$ cat src/rtl/core/lcds_pkg.sv
// Shared types, constants and lookup tables of the LED chaser and digit scan counter.
// No dependencies; every other file in rtl/core refers to this package by scoped names.
package lcds_pkg;

	localparam int PATTERN_COUNT = 48;
	localparam int DIGITS        = 8;
	localparam int POS_W         = 6;
	localparam int SCAN_W        = 3;
	localparam int CNT_W         = 4;
	localparam int DIGIT_W       = 4;
	localparam int ROM_DEPTH     = 64;

	localparam logic [7:0] TICK_DIVIDE_RESET = 8'd50;
	localparam logic [7:0] PORT_IDLE         = 8'hff;
	localparam logic [3:0] BCD_MAX           = 4'd9;

	typedef logic [DIGIT_W-1:0] digit_t;
	typedef digit_t [DIGITS-1:0] digit_vec_t;

	// Per-tick status from the chase stepper to the counter and output stage.
	typedef struct packed {
		logic stepped;   // LED pattern stepped on this tick
		logic wrapped;   // chase pattern returned to its first entry
	} chase_status_t;

	localparam logic [7:0] CHASE_TABLE [ROM_DEPTH] = '{
		8'hfe, 8'hfd, 8'hfb, 8'hf7, 8'hef, 8'hdf, 8'hbf, 8'h7f,
		8'h7f, 8'hbf, 8'hdf, 8'hef, 8'hf7, 8'hfb, 8'hfd, 8'hfe,
		8'hfe, 8'hfc, 8'hf8, 8'hf0, 8'he0, 8'hc0, 8'h80,
		8'h80, 8'hc0, 8'he0, 8'hf0, 8'hf8, 8'hfc, 8'hfe, 8'hff,
		8'hef, 8'he7, 8'hc7, 8'hc3, 8'h83, 8'h81, 8'h01, 8'h00,
		8'h7f, 8'h7e, 8'h3e, 8'h3c, 8'h1c, 8'h18, 8'h08, 8'h00,
		8'h00,
		8'hff, 8'hff, 8'hff, 8'hff, 8'hff, 8'hff, 8'hff, 8'hff,
		8'hff, 8'hff, 8'hff, 8'hff, 8'hff, 8'hff, 8'hff, 8'hff
	};

	function automatic logic [7:0] cathode_seg(input digit_t d);
		logic [7:0] seg;
		case (d)
			4'd0:    seg = 8'h3f;
			4'd1:    seg = 8'h06;
			4'd2:    seg = 8'h5b;
			4'd3:    seg = 8'h4f;
			4'd4:    seg = 8'h66;
			4'd5:    seg = 8'h6d;
			4'd6:    seg = 8'h7d;
			4'd7:    seg = 8'h07;
			4'd8:    seg = 8'h7f;
			4'd9:    seg = 8'h6f;
			default: seg = 8'h00;
		endcase
		return seg;
	endfunction

	function automatic logic [7:0] anode_seg(input digit_t d);
		logic [7:0] seg;
		case (d)
			4'd0:    seg = 8'hc0;
			4'd1:    seg = 8'hf9;
			4'd2:    seg = 8'ha4;
			4'd3:    seg = 8'hb0;
			4'd4:    seg = 8'h99;
			4'd5:    seg = 8'h92;
			4'd6:    seg = 8'h82;
			4'd7:    seg = 8'hf8;
			4'd8:    seg = 8'h80;
			4'd9:    seg = 8'h90;
			default: seg = 8'hff;
		endcase
		return seg;
	endfunction

endpackage

$ cat src/rtl/core/led_chaser_and_digit_scan_counter_unit.sv
// LED chaser and multiplexed digit scan counter, top level.
// Input channel: in_valid / in_stall carry one tick bit per transaction. A transaction
// with tick = 0 is taken and changes nothing; tick = 1 produces exactly one result.
// Output channel: out_valid / out_stall carry the LED port, the scanned digit's select
// and segments, the common-anode units port and the two change flags.
// Configuration: cfg_valid / cfg_ready write tick_divide; cfg_ready is always high and
// the register must only be written while no result is pending.
// Result: a result is loaded into the output register as its tick is taken.
// Throughput: one tick per cycle while in_stall is low; all state updates are
// combinational logic between the state registers and the output register.
// Stall: in_stall rises only while a result sits in the output register and the
// receiver stalls it; a tick is taken in the same cycle the held result leaves.
// Reset (arst_n low): divider 50, count and shown digits zero, one shown digit, scan
// position zero, LED and units ports all ones, output register empty.
// Depends on lcds_pkg, lcds_chase, lcds_count and lcds_scan.
module led_chaser_and_digit_scan_counter_unit (
	input  logic       clk,
	input  logic       arst_n,
	input  logic       in_valid,
	output logic       in_stall,
	input  logic       tick,
	output logic       out_valid,
	input  logic       out_stall,
	output logic [7:0] led_pattern,
	output logic       led_changed,
	output logic [7:0] digit_select,
	output logic [7:0] digit_segments,
	output logic [7:0] units_segments,
	output logic       units_changed,
	input  logic       cfg_valid,
	output logic       cfg_ready,
	input  logic [7:0] tick_divide
);

	logic                         in_fire;
	logic                         step;
	logic                         cfg_we;
	lcds_pkg::chase_status_t      status;
	logic [7:0]                   led_next;
	lcds_pkg::digit_vec_t         shown_next;
	logic [lcds_pkg::CNT_W-1:0]   digit_count_next;
	logic [7:0]                   units_next;
	logic [7:0]                   select_next;
	logic [7:0]                   segments_next;
	logic [lcds_pkg::SCAN_W-1:0]  scan_pos;

	logic                         out_valid_q;
	logic [7:0]                   led_pattern_q;
	logic                         led_changed_q;
	logic [7:0]                   digit_select_q;
	logic [7:0]                   digit_segments_q;
	logic [7:0]                   units_segments_q;
	logic                         units_changed_q;

	assign in_stall  = out_valid_q && out_stall;
	assign in_fire   = in_valid && !in_stall;
	assign step      = in_fire && tick;
	assign cfg_ready = 1'b1;
	assign cfg_we    = cfg_valid && cfg_ready;

	lcds_chase u_chase (
		.clk      (clk),
		.arst_n   (arst_n),
		.cfg_we   (cfg_we),
		.cfg_data (tick_divide),
		.step     (step),
		.led_next (led_next),
		.status   (status)
	);

	lcds_count u_count (
		.clk              (clk),
		.arst_n           (arst_n),
		.step             (step),
		.status           (status),
		.shown_next       (shown_next),
		.digit_count_next (digit_count_next),
		.units_next       (units_next)
	);

	lcds_scan u_scan (
		.clk           (clk),
		.arst_n        (arst_n),
		.step          (step),
		.shown         (shown_next),
		.digit_count   (digit_count_next),
		.select_next   (select_next),
		.segments_next (segments_next),
		.scan_pos      (scan_pos)
	);

	always_ff @(posedge clk or negedge arst_n) begin
		if (!arst_n) begin
			out_valid_q <= 1'b0;
		end else if (step) begin
			out_valid_q <= 1'b1;
		end else if (!out_stall) begin
			out_valid_q <= 1'b0;
		end
	end

	always_ff @(posedge clk) begin
		if (step) begin
			led_pattern_q    <= led_next;
			led_changed_q    <= status.stepped;
			digit_select_q   <= select_next;
			digit_segments_q <= segments_next;
			units_segments_q <= units_next;
			units_changed_q  <= status.wrapped;
		end
	end

	assign out_valid      = out_valid_q;
	assign led_pattern    = led_pattern_q;
	assign led_changed    = led_changed_q;
	assign digit_select   = digit_select_q;
	assign digit_segments = digit_segments_q;
	assign units_segments = units_segments_q;
	assign units_changed  = units_changed_q;

	// A relatch of the shown digits only happens on a chase step.
	a_units_implies_led: assert property (@(posedge clk) disable iff (!arst_n)
		out_valid && units_changed |-> led_changed)
		else $error("units relatch without a chase step");

	// Exactly one digit is selected in every result.
	a_select_one_cold: assert property (@(posedge clk) disable iff (!arst_n)
		out_valid |-> $onehot(~digit_select))
		else $error("digit select is not one-cold");

	// A taken tick always leaves a result in the output register.
	a_tick_gives_result: assert property (@(posedge clk) disable iff (!arst_n)
		in_valid && !in_stall && tick |=> out_valid)
		else $error("accepted tick produced no result");

	// The scan position stays below the current digit count.
	a_scan_in_range: assert property (@(posedge clk) disable iff (!arst_n)
		step |=> ({1'b0, scan_pos} < $past(digit_count_next)))
		else $error("scan position past digit count");

endmodule

$ cat src/rtl/core/lcds_chase.sv
// Tick prescaler, divider register and chase pattern stepper.
// Depends on lcds_pkg for the chase table and the status struct.
module lcds_chase (
	input  logic                    clk,
	input  logic                    arst_n,
	input  logic                    cfg_we,
	input  logic [7:0]              cfg_data,
	input  logic                    step,
	output logic [7:0]              led_next,
	output lcds_pkg::chase_status_t status
);

	logic [7:0]                  tick_divide_q;
	logic [7:0]                  prescale_q;
	logic [lcds_pkg::POS_W-1:0]  pos_q;
	logic [7:0]                  led_q;

	logic [7:0]                  pc;
	logic [lcds_pkg::POS_W:0]    np;
	logic [lcds_pkg::POS_W-1:0]  pos_next;
	logic [7:0]                  prescale_next;

	always_comb begin
		pc            = prescale_q + 8'd1;
		np            = {1'b0, pos_q} + 1'b1;
		status        = '0;
		pos_next      = pos_q;
		led_next      = led_q;
		prescale_next = pc;
		if (pc == tick_divide_q) begin
			prescale_next  = '0;
			led_next       = lcds_pkg::CHASE_TABLE[pos_q];
			status.stepped = 1'b1;
			if (np >= (lcds_pkg::POS_W+1)'(lcds_pkg::PATTERN_COUNT)) begin
				pos_next       = '0;
				status.wrapped = 1'b1;
			end else begin
				pos_next = np[lcds_pkg::POS_W-1:0];
			end
		end
	end

	always_ff @(posedge clk or negedge arst_n) begin
		if (!arst_n) begin
			tick_divide_q <= lcds_pkg::TICK_DIVIDE_RESET;
			prescale_q    <= '0;
			pos_q         <= '0;
			led_q         <= lcds_pkg::PORT_IDLE;
		end else begin
			if (cfg_we) begin
				tick_divide_q <= cfg_data;
			end
			if (step) begin
				prescale_q <= prescale_next;
				pos_q      <= pos_next;
				led_q      <= led_next;
			end
		end
	end

endmodule

$ cat src/rtl/core/lcds_count.sv
// BCD event counter with the latched display digits and the common-anode units port.
// Depends on lcds_pkg for digit types and segment tables.
module lcds_count (
	input  logic                         clk,
	input  logic                         arst_n,
	input  logic                         step,
	input  lcds_pkg::chase_status_t      status,
	output lcds_pkg::digit_vec_t         shown_next,
	output logic [lcds_pkg::CNT_W-1:0]   digit_count_next,
	output logic [7:0]                   units_next
);

	lcds_pkg::digit_vec_t        count_q;
	lcds_pkg::digit_vec_t        shown_q;
	logic [lcds_pkg::CNT_W-1:0]  digit_count_q;
	logic [7:0]                  units_q;

	lcds_pkg::digit_vec_t        count_inc;
	logic [lcds_pkg::CNT_W-1:0]  nz_cnt;
	logic                        carry;
	logic [lcds_pkg::DIGIT_W:0]  d;

	always_comb begin
		// Number of digits up to the highest nonzero one, at least one.
		nz_cnt = lcds_pkg::CNT_W'(1);
		for (int k = 0; k < lcds_pkg::DIGITS; k++) begin
			if (count_q[k] != '0) begin
				nz_cnt = lcds_pkg::CNT_W'(k + 1);
			end
		end

		// Decimal increment: a digit that reaches ten clears and carries on.
		carry     = 1'b1;
		count_inc = count_q;
		for (int k = 0; k < lcds_pkg::DIGITS; k++) begin
			d = {1'b0, count_q[k]} + 1'b1;
			if (carry) begin
				if (d <= {1'b0, lcds_pkg::BCD_MAX}) begin
					count_inc[k] = d[lcds_pkg::DIGIT_W-1:0];
					carry        = 1'b0;
				end else begin
					count_inc[k] = '0;
				end
			end
		end

		shown_next       = shown_q;
		digit_count_next = digit_count_q;
		units_next       = units_q;
		if (status.wrapped) begin
			for (int k = 0; k < lcds_pkg::DIGITS; k++) begin
				if (lcds_pkg::CNT_W'(k) < nz_cnt) begin
					shown_next[k] = count_q[k];
				end
			end
			digit_count_next = nz_cnt;
			units_next       = lcds_pkg::anode_seg(count_q[0]);
		end
	end

	always_ff @(posedge clk or negedge arst_n) begin
		if (!arst_n) begin
			count_q       <= '0;
			shown_q       <= '0;
			digit_count_q <= lcds_pkg::CNT_W'(1);
			units_q       <= lcds_pkg::PORT_IDLE;
		end else if (step) begin
			shown_q       <= shown_next;
			digit_count_q <= digit_count_next;
			units_q       <= units_next;
			if (status.wrapped) begin
				count_q <= count_inc;
			end
		end
	end

endmodule

$ cat src/rtl/core/lcds_scan.sv
// Digit scan position and the select and common-cathode segment drive of the scanned digit.
// Depends on lcds_pkg for digit types and the cathode segment table.
module lcds_scan (
	input  logic                         clk,
	input  logic                         arst_n,
	input  logic                         step,
	input  lcds_pkg::digit_vec_t         shown,
	input  logic [lcds_pkg::CNT_W-1:0]   digit_count,
	output logic [7:0]                   select_next,
	output logic [7:0]                   segments_next,
	output logic [lcds_pkg::SCAN_W-1:0]  scan_pos
);

	logic [lcds_pkg::SCAN_W-1:0] scan_q;
	logic [lcds_pkg::SCAN_W:0]   s_inc;

	assign scan_pos      = scan_q;
	assign select_next   = ~(8'h80 >> scan_q);
	assign segments_next = lcds_pkg::cathode_seg(shown[scan_q]);
	assign s_inc         = {1'b0, scan_q} + 1'b1;

	always_ff @(posedge clk or negedge arst_n) begin
		if (!arst_n) begin
			scan_q <= '0;
		end else if (step) begin
			// Wrap whenever the advanced position reaches or passes the digit count.
			if (s_inc >= digit_count) begin
				scan_q <= '0;
			end else begin
				scan_q <= s_inc[lcds_pkg::SCAN_W-1:0];
			end
		end
	end

endmodule

$ cat config.mk
export PLATFORM = sky130hd
export DESIGN_NAME = led_chaser_and_digit_scan_counter_unit
export DESIGN_NICKNAME = d
export VERILOG_FILES = /design/src/rtl/core/lcds_pkg.sv /design/src/rtl/core/led_chaser_and_digit_scan_counter_unit.sv /design/src/rtl/core/lcds_chase.sv /design/src/rtl/core/lcds_count.sv /design/src/rtl/core/lcds_scan.sv
export SDC_FILE = /design/constraint.sdc
export NUM_CORES = 1
export LEC_CHECK = 0
export BUFFER_PORTS_ARGS = -buffer_cell sky130_fd_sc_hd__buf_2
export CAP_MARGIN = 15
export CORE_UTILIZATION = 45
export DETAILED_ROUTE_END_ITERATION = 10
export PLACE_DENSITY_LB_ADDON = 0.3
export SYNTH_ARGS = -nofsm -noshare
export SYNTH_HDL_FRONTEND = slang
export SYNTH_HIERARCHICAL = 1
export SYNTH_SLANG_ARGS = --single-unit
$ cat constraint.sdc
create_clock -name clk -period 11.5 [get_ports clk]
set_clock_uncertainty 0.15 [all_clocks]
set_input_delay 2.3 -clock clk [delete_from_list [all_inputs] [get_ports clk]]
set_output_delay 2.3 -clock clk [all_outputs]
set_load 0.02 [all_outputs]
Yosys cells after proc, flatten, opt, wreduce, memory -nomap -nowiden
Memory sizes are Yosys's and may differ from the RTL's. A register that Yosys moved wholly into a read port is not among the register bits.
Cells that the tools add are included.
{ "classes": {"addsub": 11, "mul": 0, "n_div": 0, "order_cmp": 20, "eq_ne": 2, "shift": 1, "muxes": 51, "bitwise_logic": 3, "n_reduce_logical": 20} }
{ "op_table": {"columns": ["op", "n"], "rows": [
  ["4-bit 2-to-1 mux", 24],
  ["4-bit by 1-bit adder with 5-bit output (second input constant)", 8],
  ["5-bit by 4-bit less-or-equal comparator with 1-bit output (second input constant)", 8],
  ["8-bit 2-to-1 mux", 5],
  ["32-bit 2-to-1 mux", 1],
  ["4-bit nonzero test", 7],
  ["3-bit AND reduction", 7],
  ["3-bit by 4-bit < comparator with 1-bit output (first input constant)", 4],
  ["1-bit 2-to-1 mux", 16],
  ["4-bit binary-select mux with 3-bit select", 1],
  ["8-bit by 1-bit adder with 8-bit output (second input constant)", 1],
  ["8-bit == test", 1],
  ["1-bit by 4-bit < comparator with 1-bit output (first input constant)", 2],
  ["2-bit by 4-bit < comparator with 1-bit output (first input constant)", 2],
  ["8-bit NOT", 1],
  ["8-bit by 3-bit >> shifter with 8-bit output (first input constant)", 1],
  ["6-bit by 1-bit adder with 7-bit output (second input constant)", 1],
  ["7-bit by 6-bit >= comparator with 1-bit output (second input constant)", 1],
  ["7-bit >= comparator (second input constant)", 1],
  ["6-bit NOT with 7-bit output", 1],
  ["6-bit 2-to-1 mux", 1],
  ["3-bit by 1-bit adder with 4-bit output (second input constant)", 1],
  ["4-bit >= comparator", 1],
  ["3-bit by 4-bit < comparator with 1-bit output (second input constant)", 1],
  ["7 further kinds", 11]
]} }
{ "word_totals": {"regBits": 144, "latchBits": 0, "ram_bits": 0, "rom_bits": 736, "input_bits": 14, "out_inout_bits": 37, "elab_cells": 141, "n_memories": 3} }
{ "memory_table": {"columns": ["memory", "words", "width", "rd", "rd_clocked_by_memory_dff", "wr", "line_no", "source"], "rows": [
  ["(name not given)", 64, 8, 1, 0, 0, "lcds_chase.sv:32", "led_next = lcds_pkg::CHASE_TABLE[pos_q];"],
  ["(name not given)", 16, 7, 1, 0, 0, "lcds_pkg.sv:58", "case (d)"],
  ["(name not given)", 16, 7, 1, 1, 0, "lcds_pkg.sv:40", "case (d)"]
]} }

Logic depth before layout (Yosys ltp)
{ "depth": {"word_depth": 13, "ltp_mapped": 21, "mapped_depth_nobuf": 18} }

Modules after synthesis
The synthesis kept the hierarchy.
{ "by_module_without_submodules": {"columns": ["module", "instances", "cells_per_inst", "area_per_inst_um2", "seq_area_each_um2"], "rows": [
  ["lcds_count", 1, 507, 4842.1, 1913.1],
  ["lcds_chase", 1, 242, 2258.4, 764.5],
  ["led_chaser_and_digit_scan_counter_unit", 1, 41, 1087.3, 1046.0],
  ["lcds_scan", 1, 85, 807.0, 75.1]
]} }

Least setup slack after synthesis
OpenSTA, ideal clock, no wires.
{ "synth_path": {"kind": "input-to-reg", "from": "input port out_stall", "to": "register u_count/count_q[14] (netlist bit)", "setup_ps": 122, "t_arrival_ps": 5762, "t_required_ps": 11228, "path_slack_ps": 5467, "stages": 9, "n_path_buf": 2, "cell_sequence": "and2_4 nor2_1 nand2_1 a211o_1 nor3_2 buf_4 buf_4 o21ai_0 a32o_1"} }
{ "synth_via": {"elab_chain_cells": 5} }
{ "synth_lines": {"columns": ["element", "line_no", "source"], "rows": [
  ["start: declaration", "led_chaser_and_digit_scan_counter_unit.sv:23", "input logic out_stall,"],
  ["1-bit logical AND", "led_chaser_and_digit_scan_counter_unit.sv:55", "assign in_stall = out_valid_q && out_stall;"],
  ["1-bit logical NOT", "led_chaser_and_digit_scan_counter_unit.sv:56", "assign in_fire = in_valid && !in_stall;"],
  ["1-bit logical AND", "led_chaser_and_digit_scan_counter_unit.sv:56", null],
  ["1-bit logical AND", "led_chaser_and_digit_scan_counter_unit.sv:57", "assign step = in_fire && tick;"],
  ["named net step", "led_chaser_and_digit_scan_counter_unit.sv:36", "logic step;"],
  ["3-bit AND reduction (no line)", null, null],
  ["end signal: assignment", "lcds_count.sv:72", "count_q <= count_inc;"],
  ["end: declaration", "lcds_count.sv:13", "lcds_pkg::digit_vec_t count_q;"]
]} }
The timed path passes the listed nets, and every way through them passes these cells.
A chain may end at the register's enable or synchronous reset.

Final worst setup path
{ "layout_path": {"from": "input port out_stall", "to": "output port in_stall"} }
{ "layout_via": {"elab_chain_cells": 1} }
{ "layout_lines": {"columns": ["element", "line_no", "source"], "rows": [
  ["1-bit logical AND", "led_chaser_and_digit_scan_counter_unit.sv:55", null],
  ["end: declaration", "led_chaser_and_digit_scan_counter_unit.sv:20", "output logic in_stall,"]
]} }
Every way passes these cells.

==> qor.csv <==
metric;value;unit
cts_setup_buffers;0;
max_cap_viol_count;0;
num_vias;6617;
crit_required;9.05;ns
cellLeakagePower;4.414;nW
nFillCells;1767;
fmax;0.1945;GHz
start_kind;primary input;
multi_input_area;0.004815;mm²
synthTopCellsByArea;dfrtp_1 (25%), edfxtp_1 (11%), mux2_2 (9.9%);
finalHoldViolCount;0;
min_path_type;reg -> reg;
drive_gt1_frac;0.2394;
antenna_found_initial;0;
critPathKind;in -> out;
ys_seq_area_frac;0.4223;
clockBufferDepth;2;
htree_num_levels;4;
cts_tree;done;
avgRoutedWirePerCell;16.07;µm
cp.arrival;2.69;ns
insertion_delay;0.42;ns
hold_buffers;0;
ys.flop_type;dfrtp_1;
gr-usage-all-layers;0.2002;
critical-path-max-stage-delay;0.15;ns
seqCellArea;0.003799;mm²
grt_pass1_wl;32.29;mm
rows;51;
path_max_fanout;3;
port-buffer-count;49;
synth_nets;941;
relSlewSlack;0.3420;
drt_iter0_markers;568;
ys_ff_latch;144;
die_w;143.4;µm
synth.top_cell.area_share;0.2504;
place_area;0.009414;mm²
p_total;1.528;mW
fp.dieH;143.4;µm
dr.pass1.iters;6;
regToRegSetupSlack;6.67;ns
period_share;0.4472;
grt_pass1_vias;6319;
crit_top_cell;buf_2;
final_cell_area;0.01005;mm²
fin_crit;5.143;ns
cp_cell_sequence;buf_2 > and2_4 > buf_2;
routabilityCongestion;0.8910;
cpMaxStageDelayCell;buf_2;
die_area;0.02056;mm²
nNetsFinal;972;
grt-ovfl-total;0;
p_per_area;152.0;mW/mm²
root_buffer;clkbuf_16;
worst_pin_slew;0.9834;ns
cp_top_family;buffers and inverters;
start_util;0.4607;
io_pins;51;
crit_buf_inv;2;
grt_max_degree;64;
core_area;0.01953;mm²
drc;0;
final_cells;1184;
setup_violations;0;
area_growth;11.75;%
synth_area;0.008995;mm²
yosysTopAreaCell;dfrtp_1;
tns;0;ns
end_kind;output pin;
post-dp-hpwl;12.97;mm
synth_cell_types;85;
grt_setup_unrepaired;no;
maxSlewViolCount;0;
finalWirelength;19.03;mm
ir_drop;0.00007679;V
syn_area_per_cell;10.28;µm²
cts_made_buffers;17;
async_flop_share;0.7639;
outcome;completed;
antenna_cells;0;
clkSinkCount;144;
antenna_left;0;
via_per_inst;5.589;
ys.warnings.count;6;
ctsResizeCount;0;
synth_edf_count;34;
clk_pin_slew;0.06;ns
syn_inst;875;
place_inst;1152;
==> layout by cell type (no fill, tap or decap), types with 17 or more instances in the layout <==
cell type,synthesis,final
nand2_1,114,114
dfrtp_1,90,90
mux2_2,79,79
o21ai_0,57,57
ha_1,52,52
buf_2,8,48
inv_1,45,45
nor2_1,42,41
edfxtp_1,34,34
a21oi_1,23,23
dfstp_2,20,20
mux2i_1,18,18
clkbuf_16,0,17
==> worst reg2reg max path, cell delays in order (launching register included) <==
cell,delay (ns)
dfrtp_1,0.44
ha_1,0.35
xor2_1,0.17
nor2_1,0.12
nand3b_1,0.27
nor4_2,0.36
nor2b_4,0.20
buf_4,0.41
o211ai_1,0.22
a21oi_2,0.20
nor2_2,0.08
mux2_2,0.27
mux4_1,0.57
nand2_1,0.10
and2_1,0.23
inv_1,0.09
ha_1,0.20
nor2b_1,0.10
o21ai_1,0.07
o21ai_0,0.08
==> metal layers <==
metal / share of wire / vias to the layer above / GRT usage
met2: 0.46 / 173 / 0.3117
met3: 0.054 / 22 / 0.04299
met1: 0.47 / 3195 / 0.2729
met4: 0.017 / 0 / 0.07391
li1: - / 3227 / -
met5: 0 / - / 0
==> cells in the mapped netlist (all sizes together) (3+ instances only) <==
master / number
a21o: 6
nor3b: 7
o211ai: 8
o211a: 3
a31oi: 12
inv: 46
and3: 10
dfrtp: 90
mux4: 8
mux2: 79
o2bb2ai: 6
a21oi: 24
o2111ai: 6
o21bai: 6
a311oi: 3
nand3b: 7
mux2i: 20
o22ai: 17
buf: 20
o31ai: 6
or2: 3
nand3: 15
o41ai: 4
nor4: 4
or3b: 4
xor2: 4
xnor2: 15
o21ai: 60
nor3: 12
nor2: 43
a32o: 4
and2: 6
o221ai: 4
clkbuf: 23
nand2: 115
a22o: 5
or3: 4
nand4: 4
nand2b: 13
edfxtp: 34
dfstp: 20
nor2b: 16
ha: 52
==> metrics by stage <==
stage	setup slack [ns]	hold WS, ns	utilization
2_1_floorplan	5.467	0.2997	-
3_3_place_gp	6.361	0.3134	0.4821
3_5_place_dp	6.359	0.3236	0.4821
4_1_cts	6.355	0.3346	0.5148
5_1_grt	6.205	0.3389	0.5148
6_report	6.357	0.3306	0.5148
==> power breakdown <==
part / internal (mW) / switching (mW) / total [mW]
Sequential: 0.575 / 0.0559 / 0.630
Clock: 0.376 / 0.219 / 0.594
Combinational: 0.128 / 0.175 / 0.303
==> path summary, 6_finish.rpt <==
check,to,start,cells past startpoint
setup / recovery,in_stall,out_stall,3
hold / removal,u_chase/led_q[2],u_chase/led_q[2],2
setup reg to reg,digit_segments[3],u_chase/prescale_q[0],19
hold reg to reg,u_chase/led_q[2],u_chase/led_q[2],2
max in group asynchronous,u_count/count_q[1],arst_n,2
min in group asynchronous,u_count/shown_q[24],arst_n,1
==> flip-flops by register name, indices dropped and copies added, names as in the netlist <==
| signal | flops |
|---|---|
| u_count/count_q | 32 |
| u_count/shown_q | 32 |
| digit_segments | 8 |
| digit_select | 8 |
| led_pattern | 8 |
| u_chase/led_q | 8 |
| u_chase/prescale_q | 8 |
| u_chase/tick_divide_q | 8 |
| u_count/units_q | 8 |
| units_segments | 8 |
| u_chase/pos_q | 6 |
| u_count/digit_count_q | 4 |
| u_scan/scan_pos | 3 |
| led_changed | 1 |
| out_valid | 1 |
| units_changed | 1 |
==> cell families after synthesis <==
| logic type | count (synthesis) | share of synthesized area |
|---|---|---|
| fa+ha+maj | 52 | 0.07233 |
| buf+inv | 90 | 0.04409 |
| xor+xnor | 19 | 0.01850 |
| other cells | 2 | 0.0008349 |
| simple gates | 267 | 0.1495 |
| mux | 107 | 0.1456 |
| flops | 144 | 0.4223 |
| compound gates | 194 | 0.1468 |
==> cell type report <==
type / count / area share
clock buffers: 20 / 0.04543
clock inverters: 12 / 0.01805
multi-input cells: 641 / 0.4790
well taps: 265 / 0.03298
repair buffers: 55 / 0.02913
inverters: 47 / 0.01755
flip-flops and latches: 144 / 0.3779
Note: power is estimated with default switching activity, not from simulation.
